File: src/rtl/rtb_pkg.sv
// shared types, constants and helpers for the r-tree bulk load builder
`timescale 1ns / 1ps
package rtb_pkg;

  localparam int MaxRects  = 1024;
  localparam int MaxFanout = 8;
  localparam int MaxNodes  = 2048;
  localparam int RIW  = $clog2(MaxRects);
  localparam int CNTW = RIW + 1;
  localparam int NIW  = $clog2(MaxNodes);
  localparam int FW   = 4;
  localparam int LVW  = 4;
  localparam int KEYW = 16;

  typedef enum logic [1:0] {
    CMD_LOAD  = 2'd0,
    CMD_BUILD = 2'd1,
    CMD_RNODE = 2'd2,
    CMD_RSORT = 2'd3
  } cmd_t;

  typedef enum logic [2:0] {
    ST_OK       = 3'd0,
    ST_FULL     = 3'd1,
    ST_EMPTY    = 3'd2,
    ST_RANGE    = 3'd3,
    ST_NOTBUILT = 3'd4
  } status_t;

  typedef enum logic [4:0] {
    S_IDLE, S_LOAD, S_RD, S_RD_OUT, S_B_INIT,
    S_KI_RD, S_KI_CAP, S_KJ_RD, S_KJ_CMP, S_RANK_WR,
    S_LV_INIT, S_G_INIT, S_E_RD, S_E_RD2, S_E_MRG, S_N_WR, S_L_NEXT
  } state_t;

  typedef enum logic [4:0] {
    OP_NONE, OP_ACCEPT, OP_LOAD, OP_RD, OP_RD_OUT, OP_B_INIT,
    OP_KI_RD, OP_KI_CAP, OP_KJ_RD, OP_KJ_CMP, OP_RANK_WR,
    OP_LV_INIT, OP_G_INIT, OP_E_RD, OP_E_RD2, OP_E_MRG, OP_N_WR, OP_L_NEXT
  } dp_op_t;

  typedef struct packed {
    logic signed [15:0] xl;
    logic signed [15:0] yl;
    logic signed [15:0] xh;
    logic signed [15:0] yh;
  } box_t;

  typedef struct packed {
    logic [LVW-1:0] level;
    logic [NIW-1:0] first;
    logic [FW-1:0]  count;
  } link_t;

  typedef struct packed {
    dp_op_t op;
  } ctl_t;

  typedef struct packed {
    logic empty;
    logic j_last;
    logic i_last;
    logic k_last;
    logic grp_last;
    logic root;
    logic leaf;
  } sts_t;

  // center x truncated toward zero
  function automatic logic signed [KEYW-1:0] center_x(logic signed [15:0] a,
                                                      logic signed [15:0] b);
    logic signed [16:0] s;
    logic signed [16:0] t;
    s = 17'(a) + 17'(b);
    t = s + ((s[16] && s[0]) ? 17'sd1 : 17'sd0);
    return t[16:1];
  endfunction

endpackage

File: src/rtl/rtb_ctrl.sv
// sequencing state machine for load, read and build words
`timescale 1ns / 1ps
module rtb_ctrl (
  input  logic          clk,
  input  logic          rst_n,
  input  logic          start,
  input  logic [1:0]    in_cmd,
  input  rtb_pkg::sts_t sts,
  output logic          busy,
  output rtb_pkg::ctl_t ctl
);

  rtb_pkg::state_t state_r, state_nxt;

  always_ff @(posedge clk) begin
    if (!rst_n) begin
      state_r <= rtb_pkg::S_IDLE;
    end else begin
      state_r <= state_nxt;
    end
  end

  always_comb begin
    state_nxt = state_r;
    unique case (state_r)
      rtb_pkg::S_IDLE: begin
        if (start) begin
          unique case (rtb_pkg::cmd_t'(in_cmd))
            rtb_pkg::CMD_LOAD:  state_nxt = rtb_pkg::S_LOAD;
            rtb_pkg::CMD_BUILD: state_nxt = rtb_pkg::S_B_INIT;
            default:            state_nxt = rtb_pkg::S_RD;
          endcase
        end
      end
      rtb_pkg::S_LOAD:    state_nxt = rtb_pkg::S_IDLE;
      rtb_pkg::S_RD:      state_nxt = rtb_pkg::S_RD_OUT;
      rtb_pkg::S_RD_OUT:  state_nxt = rtb_pkg::S_IDLE;
      rtb_pkg::S_B_INIT:  state_nxt = sts.empty ? rtb_pkg::S_IDLE : rtb_pkg::S_KI_RD;
      rtb_pkg::S_KI_RD:   state_nxt = rtb_pkg::S_KI_CAP;
      rtb_pkg::S_KI_CAP:  state_nxt = rtb_pkg::S_KJ_RD;
      rtb_pkg::S_KJ_RD:   state_nxt = rtb_pkg::S_KJ_CMP;
      rtb_pkg::S_KJ_CMP:  state_nxt = sts.j_last ? rtb_pkg::S_RANK_WR : rtb_pkg::S_KJ_RD;
      rtb_pkg::S_RANK_WR: state_nxt = sts.i_last ? rtb_pkg::S_LV_INIT : rtb_pkg::S_KI_RD;
      rtb_pkg::S_LV_INIT: state_nxt = rtb_pkg::S_G_INIT;
      rtb_pkg::S_G_INIT:  state_nxt = rtb_pkg::S_E_RD;
      rtb_pkg::S_E_RD:    state_nxt = sts.leaf ? rtb_pkg::S_E_RD2 : rtb_pkg::S_E_MRG;
      rtb_pkg::S_E_RD2:   state_nxt = rtb_pkg::S_E_MRG;
      rtb_pkg::S_E_MRG:   state_nxt = sts.k_last ? rtb_pkg::S_N_WR : rtb_pkg::S_E_RD;
      rtb_pkg::S_N_WR:    state_nxt = sts.grp_last ? rtb_pkg::S_L_NEXT : rtb_pkg::S_G_INIT;
      rtb_pkg::S_L_NEXT:  state_nxt = sts.root ? rtb_pkg::S_IDLE : rtb_pkg::S_G_INIT;
      default:            state_nxt = rtb_pkg::S_IDLE;
    endcase
  end

  always_comb begin
    busy   = (state_r != rtb_pkg::S_IDLE);
    ctl.op = rtb_pkg::OP_NONE;
    unique case (state_r)
      rtb_pkg::S_IDLE:    ctl.op = start ? rtb_pkg::OP_ACCEPT : rtb_pkg::OP_NONE;
      rtb_pkg::S_LOAD:    ctl.op = rtb_pkg::OP_LOAD;
      rtb_pkg::S_RD:      ctl.op = rtb_pkg::OP_RD;
      rtb_pkg::S_RD_OUT:  ctl.op = rtb_pkg::OP_RD_OUT;
      rtb_pkg::S_B_INIT:  ctl.op = rtb_pkg::OP_B_INIT;
      rtb_pkg::S_KI_RD:   ctl.op = rtb_pkg::OP_KI_RD;
      rtb_pkg::S_KI_CAP:  ctl.op = rtb_pkg::OP_KI_CAP;
      rtb_pkg::S_KJ_RD:   ctl.op = rtb_pkg::OP_KJ_RD;
      rtb_pkg::S_KJ_CMP:  ctl.op = rtb_pkg::OP_KJ_CMP;
      rtb_pkg::S_RANK_WR: ctl.op = rtb_pkg::OP_RANK_WR;
      rtb_pkg::S_LV_INIT: ctl.op = rtb_pkg::OP_LV_INIT;
      rtb_pkg::S_G_INIT:  ctl.op = rtb_pkg::OP_G_INIT;
      rtb_pkg::S_E_RD:    ctl.op = rtb_pkg::OP_E_RD;
      rtb_pkg::S_E_RD2:   ctl.op = rtb_pkg::OP_E_RD2;
      rtb_pkg::S_E_MRG:   ctl.op = rtb_pkg::OP_E_MRG;
      rtb_pkg::S_N_WR:    ctl.op = rtb_pkg::OP_N_WR;
      rtb_pkg::S_L_NEXT:  ctl.op = rtb_pkg::OP_L_NEXT;
      default:            ctl.op = rtb_pkg::OP_NONE;
    endcase
  end

endmodule

File: config.mk
export PLATFORM = sky130hd
export DESIGN_NAME = rtb_ctrl
export DESIGN_NICKNAME = d
export VERILOG_FILES = /design/src/rtl/rtb_pkg.sv /design/src/rtl/rtb_ctrl.sv
export SDC_FILE = /design/constraint.sdc
export NUM_CORES = 1
export LEC_CHECK = 0
export BUFFER_PORTS_ARGS = -buffer_cell sky130_fd_sc_hd__buf_4
export CORE_MARGIN = 4
export CORE_UTILIZATION = 30
export DETAILED_ROUTE_END_ITERATION = 6
export GPL_ROUTABILITY_DRIVEN = 1
export PLACE_DENSITY = 0.62
export SYNTH_ARGS = -nofsm -noshare
export SYNTH_HDL_FRONTEND = slang
export SYNTH_SLANG_ARGS = --single-unit
export TNS_END_PERCENT = 20
File: constraint.sdc
create_clock -name clk -period 1.25 [get_ports clk]
set_input_delay 0.0625 -clock clk [delete_from_list [all_inputs] [get_ports clk]]
set_output_delay 0.0625 -clock clk [all_outputs]
set_load 0.02 [all_outputs]
==> key figures <==
Run status
  – Status: complete, but fails checks
  – Failing checks: setup timing

Pwr
  – Logic pwr share: 43.8%
  – Total Power: 0.000650 W
  – Sequential share of power: 28.7%
  – Switching share of power: 31.9%
  – Leakage: 0.430 nW
  – P_sw: 0.000207 W
  – Clock power frac: 27.5%
  – Pint: 0.000443 W
  – VDD IR max: 0.336 mV
  – Pwr Density: 658 mW/mm^2

Floorplan
  – Die height: 50.8 um
  – Starting Density: 31.9%
  – Row count: 15
  – Die ar.: 0.00258 mm^2
  – Core Box Area: 0.00173 mm^2
  – Die width: 50.8 um
  – I/O Pins: 18

Final layout
  – Post-route cell area: 988 um^2
  – Layout cell share with drive strength beyond 1: 58.0%
  – Number of flip-flops in the largest register: 5
  – Diode count: 0
  – Most flops, register: state_r
  – Nets@finish: 125
  – Top flop regs: state_r x5
  – Synth-to-Final Area Change: 79.5%
  – Fin util: 57.2%

Timing
  – RSZ-0062 raised after global routing: true
  – Final setup viols: 11
  – Period utilization: 116%
  – Setup slack after layout: -0.198 ns
  – Rel. slew slack: 78.2%
  – Maximum achievable frequency: 691 MHz
  – Skew final: 0.000702 ns
  – Worst-Margin Slew: 0.324 ns
  – Fin. Hold Viols: 0
  – Pins over their slew limit: 0
  – Min Tclk post-route: 1.45 ns

Yosys
  – Area of the mapped netlist: 551 um^2
  – Post-synth ARST share: 0%
  – Sequential fraction of the synthesis area: 18.2%
  – Top_reg_cell synth: dfxtp_1
  – Synth warn: 0
  – Netlist cell types: 39
  – Mean Syn Cell Area: 7.34 um^2
  – Mapped Nets: 87
  – Yosys reg bits: 5
  – Mapped Cells: 75
  – EDFF count, synth: 0

Drt
  – Avg WL per Cell: 13.2 um
  – Initial DRC count: 18
  – First-pass DRT Iterations: 4
  – Vias: 719
  – Final wirelength: 1800 um
  – Drc violations: 0
  – Vias/cell: 5.25
  – ANT nets after route: 0

Clock tree
  – Clock Root Buffer: clkbuf_4
  – Worst-skew pair later-pin latency: 0.23 ns
  – Number of H-tree levels: 1
  – Num CTS Buffers: 3
  – CTS Sinks: 5
  – Clk buf depth: 2
  – CTS tree: yes
  – Clock slew at reported path FFs: 0.04 ns
  – Cts hold-fix bufs: 0

Critical path
  – CP top delay family: simple AND/OR/NAND/NOR gates
  – Startpoint types: register
  – CP required: 1.19 ns
  – Crit path cell chain: or3_4 > nand2_2 > nor3b_2 > buf_4
  – CP Class: reg -> out
  – CP Max Fanout: 6
  – Crit-path max cell delay: 0.41 ns
  – Critical Path AT: 1.39 ns
  – Critical-path top delay cell: or3_4
  – Buf/Inv on CP: 1
  – CP endpoint kind: output pin

Global route
  – Vias in the first global route: 685
  – Initial antenna violation count: 0
  – First-pass GRT wire length: 2990 um
  – GR Overflow Total: 0
  – All-Layer GR Usage: 14.8%
  – Largest net degree at the start of global routing: 13

Job
  – MaxCap Viol Count: 0

Placement
  – Area of placed instances: 798 um^2
  – RePlAce Congestion: 0.842
  – Port-buffer cells: 17
  – DPL Wire Length: 1260 um

Hold path
  – Hold crit path type: in -> reg
## stage by stage
step                worst slack [ns]  cells  hold slack (ns)  setup TNS [ns]
floorplan                    -0.0961     75            0.183          -0.174
global route                  -0.277    137            0.100           -2.00
finish                        -0.198    137           0.0998           -1.27
detailed placement            -0.298    127            0.320           -1.37
CTS                           -0.197    136           0.0735           -1.10
global placement              -0.241    127            0.324          -0.945
## power by group through the flow
stage | clock network [W] | registers, W | logic [W]
2_1_floorplan | 0 | 0.000178 | 0.000141
3_3_place_gp | 0 | 0.000196 | 0.000225
3_5_place_dp | 0 | 0.000198 | 0.000226
4_1_cts | 0.000184 | 0.000187 | 0.000268
5_1_grt | 0.000203 | 0.000189 | 0.000307
6_report | 0.000179 | 0.000187 | 0.000285
## per-layer routing
metal | vias up | global-route usage, % | wire (um)
met4 | 0 | 3.14 | 14
met2 | 21 | 26.7 | 978
met5 | - | 0 | 0
met1 | 343 | 18.3 | 723
met3 | 2 | 2.33 | 86
li1 | 353 | - | -
## cell type report
| class | instances | area (um^2) |
|---|---|---|
| Clock buffer | 4 | 26.3 |
| Tap cell | 25 | 31.3 |
| Inverter | 3 | 11.3 |
| Multi-Input combinational cell | 61 | 475 |
| Timing Repair Buffer | 39 | 328 |
| Fill cell | 168 | 738 |
| Sequential cell | 5 | 116 |
## tightest hold or removal path, stage by stage
cell and delay, ns:
buf_4 0.12, nand3_4 0.08, a21oi_2 0.03
## placed cells by master (no fill, tap or decap), drive strengths merged, types with 2 or more instances in the layout
| cell | synthesis | routed |
|---|---|---|
| inv | 3 | 3 |
| nand3 | 5 | 5 |
| nor2b | 4 | 4 |
| nor3 | 5 | 5 |
| buf | 4 | 39 |
| o22a | 2 | 2 |
| a21oi | 3 | 3 |
| or3 | 2 | 2 |
| o21ai | 4 | 4 |
| a31oi | 3 | 3 |
| clkbuf | 2 | 4 |
| nand3b | 2 | 2 |
| xor2 | 2 | 2 |
| dfxtp | 5 | 5 |
| nand2 | 4 | 4 |
| nor2 | 6 | 6 |
## what timing repair did
action,in CTS,in global routing
pin swaps,6,7
setup buffers,5,1
gates resized for setup,16,14
endpoints found under the setup margin,11,11
## logic make-up after synthesis
| logic type | after synthesis | share of synthesized area (%) |
|---|---|---|
| buffers and inverters | 9 | 9.31 |
| flip-flops | 5 | 18.2 |
| AO/OA/AOI/OAI | 21 | 28.0 |
| AND/OR/NAND/NOR | 37 | 39.8 |
| XOR/XNOR | 3 | 4.77 |
## cell usage after synthesis, drive strengths merged, types with 2 or more instances
| master | instances | area, um^2 |
|---|---|---|
| a31oi | 3 | 18.8 |
| xor2 | 2 | 17.5 |
| buf | 4 | 31.3 |
| nor2b | 4 | 25.0 |
| or3 | 2 | 12.5 |
| nand2 | 4 | 15.0 |
| o22a | 2 | 17.5 |
| nand3b | 2 | 15.0 |
| nor3 | 5 | 30.0 |
| nand3 | 5 | 25.0 |
| dfxtp | 5 | 100 |
| clkbuf | 2 | 8.75 |
| nor2 | 6 | 22.5 |
| inv | 3 | 11.3 |
| a21oi | 3 | 15.0 |
| o21ai | 4 | 20.0 |
## final timing paths
kind,start,endpoint,slack (ns),depth (start not counted)
hold / removal,rst_n,state_r[3],0.1,3
setup / recovery,state_r[1],ctl[0],-0.20,4
hold reg to reg,state_r[1],state_r[4],0.62,2
setup reg to reg,state_r[3],state_r[1],-0.17,6
No activity file was read; power rests on OpenSTA's default activity.
